### src/rbas_pkg.sv
// Shared types and constants for the repeating beep alert sequencer.
package rbas_pkg;

	typedef enum logic [2:0] {
		PH_IDLE    = 3'd0,
		PH_PREROLL = 3'd1,
		PH_BEEP    = 3'd2,
		PH_GAP     = 3'd3,
		PH_TRAIL   = 3'd4,
		PH_WAIT    = 3'd5
	} phase_t;

	localparam logic [1:0] FN_TICK      = 2'd0;
	localparam logic [1:0] FN_SET_ERROR = 2'd1;
	localparam logic [1:0] FN_ACK       = 2'd2;

	localparam int CFG_ADDR_W = 3;
	localparam int CFG_DATA_W = 16;
	localparam int FAULT_KEY_W = 32;

	localparam logic [CFG_ADDR_W-1:0] REG_PREROLL    = 3'd0;
	localparam logic [CFG_ADDR_W-1:0] REG_BEEP       = 3'd1;
	localparam logic [CFG_ADDR_W-1:0] REG_GAP        = 3'd2;
	localparam logic [CFG_ADDR_W-1:0] REG_TRAIL      = 3'd3;
	localparam logic [CFG_ADDR_W-1:0] REG_REPEAT     = 3'd4;
	localparam logic [CFG_ADDR_W-1:0] REG_BEEP_TOTAL = 3'd5;

	typedef struct packed {
		logic [9:0]  preroll_ticks;
		logic [9:0]  beep_ticks;
		logic [9:0]  gap_ticks;
		logic [9:0]  trailing_ticks;
		logic [15:0] repeat_ticks;
		logic [3:0]  beep_total;
	} cfg_t;

	localparam cfg_t CFG_RESET = '{
		preroll_ticks:  10'd10,
		beep_ticks:     10'd15,
		gap_ticks:      10'd10,
		trailing_ticks: 10'd20,
		repeat_ticks:   16'd300,
		beep_total:     4'd3
	};

endpackage

### src/rbas_if.sv
// Channel interfaces for events, results and configuration writes.
interface rbas_evt_if;
	logic                               valid;
	logic                               ready;
	logic [1:0]                         func;
	logic                               error_on;
	logic [rbas_pkg::FAULT_KEY_W-1:0]   fault_key;
	logic                               amp_ready;

	modport source(output valid, func, error_on, fault_key, amp_ready, input ready);
	modport sink(input valid, func, error_on, fault_key, amp_ready, output ready);
endinterface

interface rbas_rsp_if;
	logic       valid;
	logic       ready;
	logic       amp_enable;
	logic       tone_on;
	logic [2:0] pattern_phase;
	logic [3:0] beep_number;
	logic       alert_pending;

	modport source(output valid, amp_enable, tone_on, pattern_phase, beep_number,
		alert_pending, input ready);
	modport sink(input valid, amp_enable, tone_on, pattern_phase, beep_number,
		alert_pending, output ready);
endinterface

interface rbas_cfg_if;
	logic                              valid;
	logic                              ready;
	logic [rbas_pkg::CFG_ADDR_W-1:0]   addr;
	logic [rbas_pkg::CFG_DATA_W-1:0]   data;

	modport source(output valid, addr, data, input ready);
	modport sink(input valid, addr, data, output ready);
endinterface

### src/repeating_beep_alert_sequencer.sv
// Top level of the repeating beep alert sequencer.
// Each event item (a 10 ms tick, a set-error or an acknowledge) is captured in an input
// register and handled in one pass of logic once the result register can take it; that
// pass updates the alert latch and the pattern counters and loads the result register;
// one result item comes out per event, and a new event is taken every cycle as long as
// results are taken. The alert state and the pattern position advance once per item, so
// that single pass sets the rate. The user must write configuration through the register
// port only while no event is in flight; the block itself does not enforce this.
module repeating_beep_alert_sequencer #(
	parameter int KEY_WIDTH = 32
) (
	input  logic       clk,
	input  logic       arst_n,
	rbas_evt_if.sink   evt,
	rbas_rsp_if.source rsp,
	rbas_cfg_if.sink   cfg
);

	typedef struct packed {
		rbas_pkg::phase_t ph;
		logic [3:0]       bc;
	} pos_t;

	rbas_pkg::cfg_t regs;

	rbas_cfg_regs u_cfg_regs (
		.clk    (clk),
		.arst_n (arst_n),
		.cfg    (cfg),
		.regs   (regs)
	);

	function automatic pos_t skip_empty(pos_t p, rbas_pkg::cfg_t c);
		pos_t r;
		r = p;
		if (r.ph == rbas_pkg::PH_PREROLL && c.preroll_ticks == 10'd0) begin
			r.bc = 4'd0;
			r.ph = (c.beep_total == 4'd0) ? rbas_pkg::PH_TRAIL : rbas_pkg::PH_BEEP;
		end
		if (r.ph == rbas_pkg::PH_BEEP && c.beep_ticks == 10'd0) begin
			r.ph = (({1'b0, r.bc} + 5'd1) < {1'b0, c.beep_total}) ?
				rbas_pkg::PH_GAP : rbas_pkg::PH_TRAIL;
		end
		if (r.ph == rbas_pkg::PH_GAP && c.gap_ticks == 10'd0) begin
			r.bc = r.bc + 4'd1;
			r.ph = rbas_pkg::PH_BEEP;
		end
		// With empty beeps and empty gaps the rest of the beeps collapse into the trailer.
		if (r.ph == rbas_pkg::PH_BEEP && c.beep_ticks == 10'd0) begin
			r.ph = rbas_pkg::PH_TRAIL;
		end
		if (r.ph == rbas_pkg::PH_TRAIL && c.trailing_ticks == 10'd0) begin
			r.ph = rbas_pkg::PH_WAIT;
		end
		return r;
	endfunction

	function automatic pos_t advance(pos_t p, rbas_pkg::cfg_t c);
		pos_t r;
		r = p;
		case (p.ph)
			rbas_pkg::PH_PREROLL: begin
				r.bc = 4'd0;
				r.ph = (c.beep_total == 4'd0) ? rbas_pkg::PH_TRAIL : rbas_pkg::PH_BEEP;
			end
			rbas_pkg::PH_BEEP: begin
				r.ph = (({1'b0, p.bc} + 5'd1) < {1'b0, c.beep_total}) ?
					rbas_pkg::PH_GAP : rbas_pkg::PH_TRAIL;
			end
			rbas_pkg::PH_GAP: begin
				r.bc = p.bc + 4'd1;
				r.ph = rbas_pkg::PH_BEEP;
			end
			rbas_pkg::PH_TRAIL: r.ph = rbas_pkg::PH_WAIT;
			default: begin
			end
		endcase
		return r;
	endfunction

	function automatic logic [9:0] seg_len(rbas_pkg::phase_t ph, rbas_pkg::cfg_t c);
		logic [9:0] len;
		case (ph)
			rbas_pkg::PH_PREROLL: len = c.preroll_ticks;
			rbas_pkg::PH_BEEP:    len = c.beep_ticks;
			rbas_pkg::PH_GAP:     len = c.gap_ticks;
			rbas_pkg::PH_TRAIL:   len = c.trailing_ticks;
			default:              len = 10'd1;
		endcase
		return len;
	endfunction

	// Input register.
	logic                 valid_s1;
	logic [1:0]           func_s1;
	logic                 error_on_s1;
	logic [KEY_WIDTH-1:0] key_s1;
	logic                 amp_ready_s1;

	// Alert latch and pattern state.
	logic                 alert_active_q, alert_acked_q;
	logic [KEY_WIDTH-1:0] latched_key_q, cycle_key_q;
	rbas_pkg::phase_t     phase_q;
	logic [9:0]           seg_q;
	logic [3:0]           bc_q;
	logic [15:0]          elapsed_q;

	// Result register.
	logic       rsp_valid_q;
	logic       amp_enable_q, tone_on_q, alert_pending_q;
	logic [2:0] pattern_phase_q;
	logic [3:0] beep_number_q;

	logic                 fire;
	logic                 n_active, n_acked;
	logic [KEY_WIDTH-1:0] n_latched, n_cycle;
	pos_t                 pos, rep;
	logic [9:0]           n_seg;
	logic [15:0]          n_elapsed;
	logic                 pend;
	logic                 r_amp, r_tone;
	logic [3:0]           r_bn;

	assign fire      = valid_s1 && (!rsp_valid_q || rsp.ready);
	assign evt.ready = !valid_s1 || fire;

	always_ff @(posedge clk or negedge arst_n) begin
		if (!arst_n) begin
			valid_s1 <= 1'b0;
		end else if (evt.ready) begin
			valid_s1 <= evt.valid;
		end
	end

	always_ff @(posedge clk) begin
		if (evt.valid && evt.ready) begin
			func_s1      <= evt.func;
			error_on_s1  <= evt.error_on;
			key_s1       <= KEY_WIDTH'(evt.fault_key);
			amp_ready_s1 <= evt.amp_ready;
		end
	end

	// Next state of the alert latch and the pattern sequencer.
	always_comb begin
		n_active  = alert_active_q;
		n_acked   = alert_acked_q;
		n_latched = latched_key_q;
		n_cycle   = cycle_key_q;
		pos       = '{ph: phase_q, bc: bc_q};
		n_seg     = seg_q;
		n_elapsed = elapsed_q;
		pend      = alert_active_q && !alert_acked_q;
		rep       = pos;
		unique case (func_s1)
			rbas_pkg::FN_TICK: begin
				if (pos.ph != rbas_pkg::PH_IDLE && !(pend && latched_key_q == cycle_key_q)) begin
					pos   = '{ph: rbas_pkg::PH_IDLE, bc: 4'd0};
					n_seg = 10'd0;
				end
				if (pos.ph == rbas_pkg::PH_WAIT && elapsed_q >= regs.repeat_ticks) begin
					pos   = '{ph: rbas_pkg::PH_IDLE, bc: 4'd0};
					n_seg = 10'd0;
				end
				if (pos.ph == rbas_pkg::PH_IDLE && pend) begin
					if (!amp_ready_s1) begin
						n_acked = 1'b1;
					end else begin
						n_cycle   = latched_key_q;
						n_elapsed = 16'd0;
						n_seg     = 10'd0;
						pos       = skip_empty('{ph: rbas_pkg::PH_PREROLL, bc: 4'd0}, regs);
					end
				end
				rep = pos;
				if (pos.ph != rbas_pkg::PH_IDLE) begin
					if (n_elapsed != 16'hFFFF) begin
						n_elapsed = n_elapsed + 16'd1;
					end
					if (pos.ph != rbas_pkg::PH_WAIT) begin
						n_seg = n_seg + 10'd1;
						if (n_seg >= seg_len(pos.ph, regs)) begin
							n_seg = 10'd0;
							pos   = skip_empty(advance(pos, regs), regs);
						end
					end
				end
			end
			rbas_pkg::FN_SET_ERROR: begin
				if (!error_on_s1) begin
					n_active  = 1'b0;
					n_acked   = 1'b0;
					n_latched = '0;
				end else begin
					if (!alert_active_q || latched_key_q != key_s1) begin
						n_acked = 1'b0;
					end
					n_active  = 1'b1;
					n_latched = key_s1;
				end
			end
			rbas_pkg::FN_ACK: begin
				if (alert_active_q) begin
					n_acked = 1'b1;
				end
			end
			default: begin
			end
		endcase
	end

	// Result fields for the reported chunk.
	always_comb begin
		r_amp  = 1'b0;
		r_tone = 1'b0;
		r_bn   = 4'd0;
		case (rep.ph) inside
			rbas_pkg::PH_PREROLL, rbas_pkg::PH_TRAIL: r_amp = 1'b1;
			rbas_pkg::PH_BEEP: begin
				r_amp  = 1'b1;
				r_tone = (func_s1 == rbas_pkg::FN_TICK);
				r_bn   = rep.bc;
			end
			rbas_pkg::PH_GAP: begin
				r_amp = 1'b1;
				r_bn  = rep.bc;
			end
			default: begin
			end
		endcase
	end

	always_ff @(posedge clk or negedge arst_n) begin
		if (!arst_n) begin
			alert_active_q <= 1'b0;
			alert_acked_q  <= 1'b0;
			latched_key_q  <= '0;
			cycle_key_q    <= '0;
			phase_q        <= rbas_pkg::PH_IDLE;
			seg_q          <= 10'd0;
			bc_q           <= 4'd0;
			elapsed_q      <= 16'd0;
		end else if (fire) begin
			alert_active_q <= n_active;
			alert_acked_q  <= n_acked;
			latched_key_q  <= n_latched;
			cycle_key_q    <= n_cycle;
			phase_q        <= pos.ph;
			seg_q          <= n_seg;
			bc_q           <= pos.bc;
			elapsed_q      <= n_elapsed;
		end
	end

	always_ff @(posedge clk or negedge arst_n) begin
		if (!arst_n) begin
			rsp_valid_q <= 1'b0;
		end else if (fire) begin
			rsp_valid_q <= 1'b1;
		end else if (rsp.ready) begin
			rsp_valid_q <= 1'b0;
		end
	end

	always_ff @(posedge clk) begin
		if (fire) begin
			amp_enable_q    <= r_amp;
			tone_on_q       <= r_tone;
			pattern_phase_q <= rep.ph;
			beep_number_q   <= r_bn;
			alert_pending_q <= n_active && !n_acked;
		end
	end

	assign rsp.valid         = rsp_valid_q;
	assign rsp.amp_enable    = amp_enable_q;
	assign rsp.tone_on       = tone_on_q;
	assign rsp.pattern_phase = pattern_phase_q;
	assign rsp.beep_number   = beep_number_q;
	assign rsp.alert_pending = alert_pending_q;

endmodule

### src/rbas_cfg_regs.sv
// Configuration register file of the beep alert sequencer.
module rbas_cfg_regs (
	input  logic          clk,
	input  logic          arst_n,
	rbas_cfg_if.sink      cfg,
	output rbas_pkg::cfg_t regs
);

	rbas_pkg::cfg_t regs_q;

	assign cfg.ready = 1'b1;
	assign regs = regs_q;

	always_ff @(posedge clk or negedge arst_n) begin
		if (!arst_n) begin
			regs_q <= rbas_pkg::CFG_RESET;
		end else if (cfg.valid) begin
			unique case (cfg.addr)
				rbas_pkg::REG_PREROLL:    regs_q.preroll_ticks  <= cfg.data[9:0];
				rbas_pkg::REG_BEEP:       regs_q.beep_ticks     <= cfg.data[9:0];
				rbas_pkg::REG_GAP:        regs_q.gap_ticks      <= cfg.data[9:0];
				rbas_pkg::REG_TRAIL:      regs_q.trailing_ticks <= cfg.data[9:0];
				rbas_pkg::REG_REPEAT:     regs_q.repeat_ticks   <= cfg.data[15:0];
				rbas_pkg::REG_BEEP_TOTAL: regs_q.beep_total     <= cfg.data[3:0];
				default: begin
				end
			endcase
		end
	end

endmodule

### src/flat_wrapper.sv
// flat-port wrapper written by rule: the top's interface ports become plain ports
module repeating_beep_alert_sequencer_flat 
#(
	parameter int KEY_WIDTH = 32
)
  (clk, arst_n, evt_valid, evt_func, evt_error_on, evt_fault_key, evt_amp_ready, evt_ready, rsp_valid, rsp_amp_enable, rsp_tone_on, rsp_pattern_phase, rsp_beep_number, rsp_alert_pending, rsp_ready, cfg_valid, cfg_addr, cfg_data, cfg_ready);
  rbas_evt_if evt_i ();
  rbas_rsp_if rsp_i ();
  rbas_cfg_if cfg_i ();
  input  logic clk;
  input  logic arst_n;
  input wire logic [$bits(evt_i.valid)-1:0] evt_valid;
  input wire logic [$bits(evt_i.func)-1:0] evt_func;
  input wire logic [$bits(evt_i.error_on)-1:0] evt_error_on;
  input wire logic [$bits(evt_i.fault_key)-1:0] evt_fault_key;
  input wire logic [$bits(evt_i.amp_ready)-1:0] evt_amp_ready;
  output wire logic [$bits(evt_i.ready)-1:0] evt_ready;
  output wire logic [$bits(rsp_i.valid)-1:0] rsp_valid;
  output wire logic [$bits(rsp_i.amp_enable)-1:0] rsp_amp_enable;
  output wire logic [$bits(rsp_i.tone_on)-1:0] rsp_tone_on;
  output wire logic [$bits(rsp_i.pattern_phase)-1:0] rsp_pattern_phase;
  output wire logic [$bits(rsp_i.beep_number)-1:0] rsp_beep_number;
  output wire logic [$bits(rsp_i.alert_pending)-1:0] rsp_alert_pending;
  input wire logic [$bits(rsp_i.ready)-1:0] rsp_ready;
  input wire logic [$bits(cfg_i.valid)-1:0] cfg_valid;
  input wire logic [$bits(cfg_i.addr)-1:0] cfg_addr;
  input wire logic [$bits(cfg_i.data)-1:0] cfg_data;
  output wire logic [$bits(cfg_i.ready)-1:0] cfg_ready;
  assign evt_i.valid = evt_valid;
  assign evt_i.func = evt_func;
  assign evt_i.error_on = evt_error_on;
  assign evt_i.fault_key = evt_fault_key;
  assign evt_i.amp_ready = evt_amp_ready;
  assign evt_ready = evt_i.ready;
  assign rsp_valid = rsp_i.valid;
  assign rsp_amp_enable = rsp_i.amp_enable;
  assign rsp_tone_on = rsp_i.tone_on;
  assign rsp_pattern_phase = rsp_i.pattern_phase;
  assign rsp_beep_number = rsp_i.beep_number;
  assign rsp_alert_pending = rsp_i.alert_pending;
  assign rsp_i.ready = rsp_ready;
  assign cfg_i.valid = cfg_valid;
  assign cfg_i.addr = cfg_addr;
  assign cfg_i.data = cfg_data;
  assign cfg_ready = cfg_i.ready;
  repeating_beep_alert_sequencer #(.KEY_WIDTH(KEY_WIDTH)) u_core (.clk(clk), .arst_n(arst_n), .evt(evt_i), .rsp(rsp_i), .cfg(cfg_i));
endmodule
### config.mk
export PLATFORM = sky130hd
export DESIGN_NAME = repeating_beep_alert_sequencer_flat
export DESIGN_NICKNAME = d
export VERILOG_FILES = /design/src/rbas_pkg.sv /design/src/rbas_if.sv /design/src/repeating_beep_alert_sequencer.sv /design/src/rbas_cfg_regs.sv /design/src/flat_wrapper.sv
export SDC_FILE = /design/constraint.sdc
export NUM_CORES = 1
export LEC_CHECK = 0
export ABC_AREA = 1
export BUFFER_PORTS_ARGS = -buffer_cell sky130_fd_sc_hd__buf_2
export CAP_MARGIN = 20
export CORE_MARGIN = 2
export CORE_UTILIZATION = 61
export DETAILED_ROUTE_END_ITERATION = 10
export PLACE_DENSITY = 0.8
export SLEW_MARGIN = 10
export SYNTH_ARGS = -nofsm -noshare
export SYNTH_HDL_FRONTEND = slang
export SYNTH_SLANG_ARGS = --single-unit
### constraint.sdc
create_clock -name clk -period 5.3 [get_ports clk]
set_clock_uncertainty 0.1 [all_clocks]
set_input_delay 0.53 -clock clk [delete_from_list [all_inputs] [get_ports clk]]
set_output_delay 0.53 -clock clk [all_outputs]
set_load 0.03 [all_outputs]
==> out/metrics.cfg <==
[clock_network]
cts_tree=done
insertion_delay_ns=0.52
clkTransAtPathRegs_ns=0.06
cts_root_buf=clkbuf_16
cts_max_level=1
cts_sinks=207
cts_made_buffers=22
cts_max_path_buffers=3

[sta]
fmax_mhz=200
post-route-min-period_ns=5.01
worst_pin_slew_ns=0.917
setup_viol=0
hold_viol=0
slew_headroom=0.387
setup-tns-final_ns=0
whs_ns=0.0817
fin_crit_sh=0.945
slew_violations=0

[yosys]
syn_area_um2=11300
synth_edf_count=46
synth-seq-cells=207
synth_top_flop_cell=dfrtp_1
async_reset_ff_frac=0.778
ys_seq_area_frac=0.480
synth_nets=1491
avgSynthCellArea_um2=8.11
yosys_warnings=0
synth_cells=1396
netlist-cell-type-count=57

[drt]
dr.pass1.iters=6
vias_per_cell=5.69
drt_iter0_markers=749
drc_errors=0
drt_wl_total_um=27700
drtAntennaViolNets=0
vias=9789
wl_per_cell_um=16.1

[power]
power_switching_mw=2.54
p_int_mw=3.85
vdd_drop_max_mv=0.334
power_frac_comb=0.388
p_seq_frac=0.375
power_density_nw_per_um2=501
leakagePower_nw=6.12
total_power_mw=6.39
switching_share=0.398
p_clk_frac=0.238

[outcome]
status=finished clean

[cells_and_area]
nets=1569
diodes=0
n_fill_cell=1395
utilization=0.706
drive_gt1_frac=0.144
syn_to_final_growth_pct=12.7
multi_input_comb_area_um2=4990
regArea_um2=5430

[worst_setup_path]
critPathSlowestCell=dfstp_2
critPathLaunchType=flip-flop
slowest_delay_ns=0.52
crit_path_end_kind=flip-flop
worstSetupPathType=flip-flop to flip-flop
crit_family=simple AND/OR/NAND/NOR gates
cpMostUsedCell=inv_1
cp.required_ns=5.63
critPathMaxFanout=7
arrival_ns=5.34
cp.buffers_inverters=5

[global_route]
antenna_found_initial=0
gr-total-overflow=0
grt_pass1_vias=9452
track_usage=0.287
grt_max_degree=80
grt_pass1_wl_um=45800

[floorplan]
start_util=0.626
coreArea_um2=18100
die_w_um=140
rows=49
die_h_um=140
io_pins=73
die_area_um2=19700

[place]
gp_congestion=0.956
dp_hpwl_um=19900
port_buffers=71

[min_path]
min_path_type=primary input to flip-flop

[flow_run]
maxCapViolCount=0

-- cell families after synthesis --
kind of cell             after synthesis  share of synthesized area
AND/OR/NAND/NOR                      587                      0.226
AO/OA/AOI/OAI                        265                      0.133
buffers and inverters                255                     0.0869
flip-flops                           207                      0.480
XOR/XNOR                              46                     0.0356
adder cells (fa/ha/maj)               35                     0.0387
other                                  1                   0.000331
-- synth_stat cells (24+ instances only) --
| cell type | count | area, um^2 |
|---|---|---|
| xnor2_1 | 24 | 210 |
| nor2_1 | 114 | 428 |
| a21oi_1 | 52 | 260 |
| edfxtp_1 | 46 | 1380 |
| inv_2 | 29 | 109 |
| clkbuf_1 | 31 | 116 |
| nand2_1 | 327 | 1230 |
| dfrtp_1 | 145 | 3630 |
| nand3_1 | 64 | 320 |
| o22ai_1 | 25 | 156 |
| inv_1 | 187 | 702 |
| ha_1 | 35 | 438 |
| o21ai_0 | 135 | 676 |
-- layout by cell type (no fill, tap or decap), types with 25 or more instances in the layout --
| cell type | instances |
|---|---|
| o21ai_0 | 134 |
| nand3_1 | 63 |
| inv_1 | 187 |
| nand2_1 | 323 |
| edfxtp_1 | 46 |
| inv_2 | 29 |
| buf_2 | 70 |
| a21oi_1 | 51 |
| o22ai_1 | 25 |
| dfrtp_1 | 145 |
| ha_1 | 34 |
| nor2_1 | 110 |
-- power groups by stage --
stage,Sequential [mW],Combinational [mW],Clock (mW)
after floorplan,2.35,1.79,0
after global placement,2.39,2.30,0
after detailed placement,2.40,2.38,0
after CTS,2.38,2.41,1.54
after global routing,2.44,2.82,1.61
final,2.39,2.48,1.52
-- registers in the layout (all words and copies together), names as in the netlist, 3 cells and up --
name	flops
u_core.bc_q	4
u_core.cycle_key_q	32
u_core.elapsed_q	16
u_core.key_s1	32
u_core.latched_key_q	32
u_core.phase_q	3
u_core.rsp.beep_number	4
u_core.rsp.pattern_phase	3
u_core.seg_q	10
u_core.u_cfg_regs.regs	60
-- cell type report --
class / count / share of cell area
Timing Repair Buffer: 91 / 0.0403
Clock inverter: 8 / 0.00618
Inverter: 218 / 0.0641
Multi-Input combinational cell: 934 / 0.391
Clock buffer: 32 / 0.0501
Tap cell: 229 / 0.0225
Sequential cell: 207 / 0.426
-- worst paths after layout --
| check | from | end | slack, ns | depth (start not counted) |
|---|---|---|---|---|
| hold reg to reg | u_core.u_cfg_regs.regs[11]$_DFFE_PN0P_ | u_core.u_cfg_regs.regs[11]$_DFFE_PN0P_ | 0.39 | 2 |
| setup / recovery | u_core.u_cfg_regs.regs[12]$_DFFE_PN1P_ | u_core.bc_q[2]$_DFFE_PN0P_ | 0.29 | 30 |
| min in group asynchronous | arst_n | u_core.cycle_key_q[5]$_DFFE_PN0P_ | 0.44 | 2 |
| hold / removal | evt_fault_key[8] | u_core.key_s1[8]$_DFFE_PP_ | 0.08 | 1 |
| max in group asynchronous | arst_n | u_core.u_cfg_regs.regs[10]$_DFFE_PN0P_ | 3.40 | 3 |
| setup reg to reg | u_core.u_cfg_regs.regs[12]$_DFFE_PN1P_ | u_core.bc_q[2]$_DFFE_PN0P_ | 0.29 | 30 |
-- routing by layer --
metal / vias up / routed length, um / track usage
li1: 4733 / - / -
met1: 4569 / 12400 / 0.414
met2: 420 / 12200 / 0.441
met3: 67 / 2330 / 0.0544
met4: 0 / 770 / 0.0994
met5: - / 0 / 0
-- stage by stage --
step           setup WS (ns)  instances  instance area (um^2)
2_1_floorplan          0.663       1396                 11300
5_1_grt              -0.0235       1719                 12800
3_5_place_dp         -0.0482       1676                 11900
6_report               0.291       1719                 12800
4_1_cts               0.0517       1717                 12700
3_3_place_gp           0.226       1676                 11900
-- what timing repair did --
action	CTS	global route
pin swaps	0	3
hold buffers	1	0
buffers inserted	0	2
setup endpoints to repair	2	17
cloned	0	0
gates resized for setup	2	17
hold endpoints to repair	42	0
Note: power is estimated with default switching activity, not from simulation.
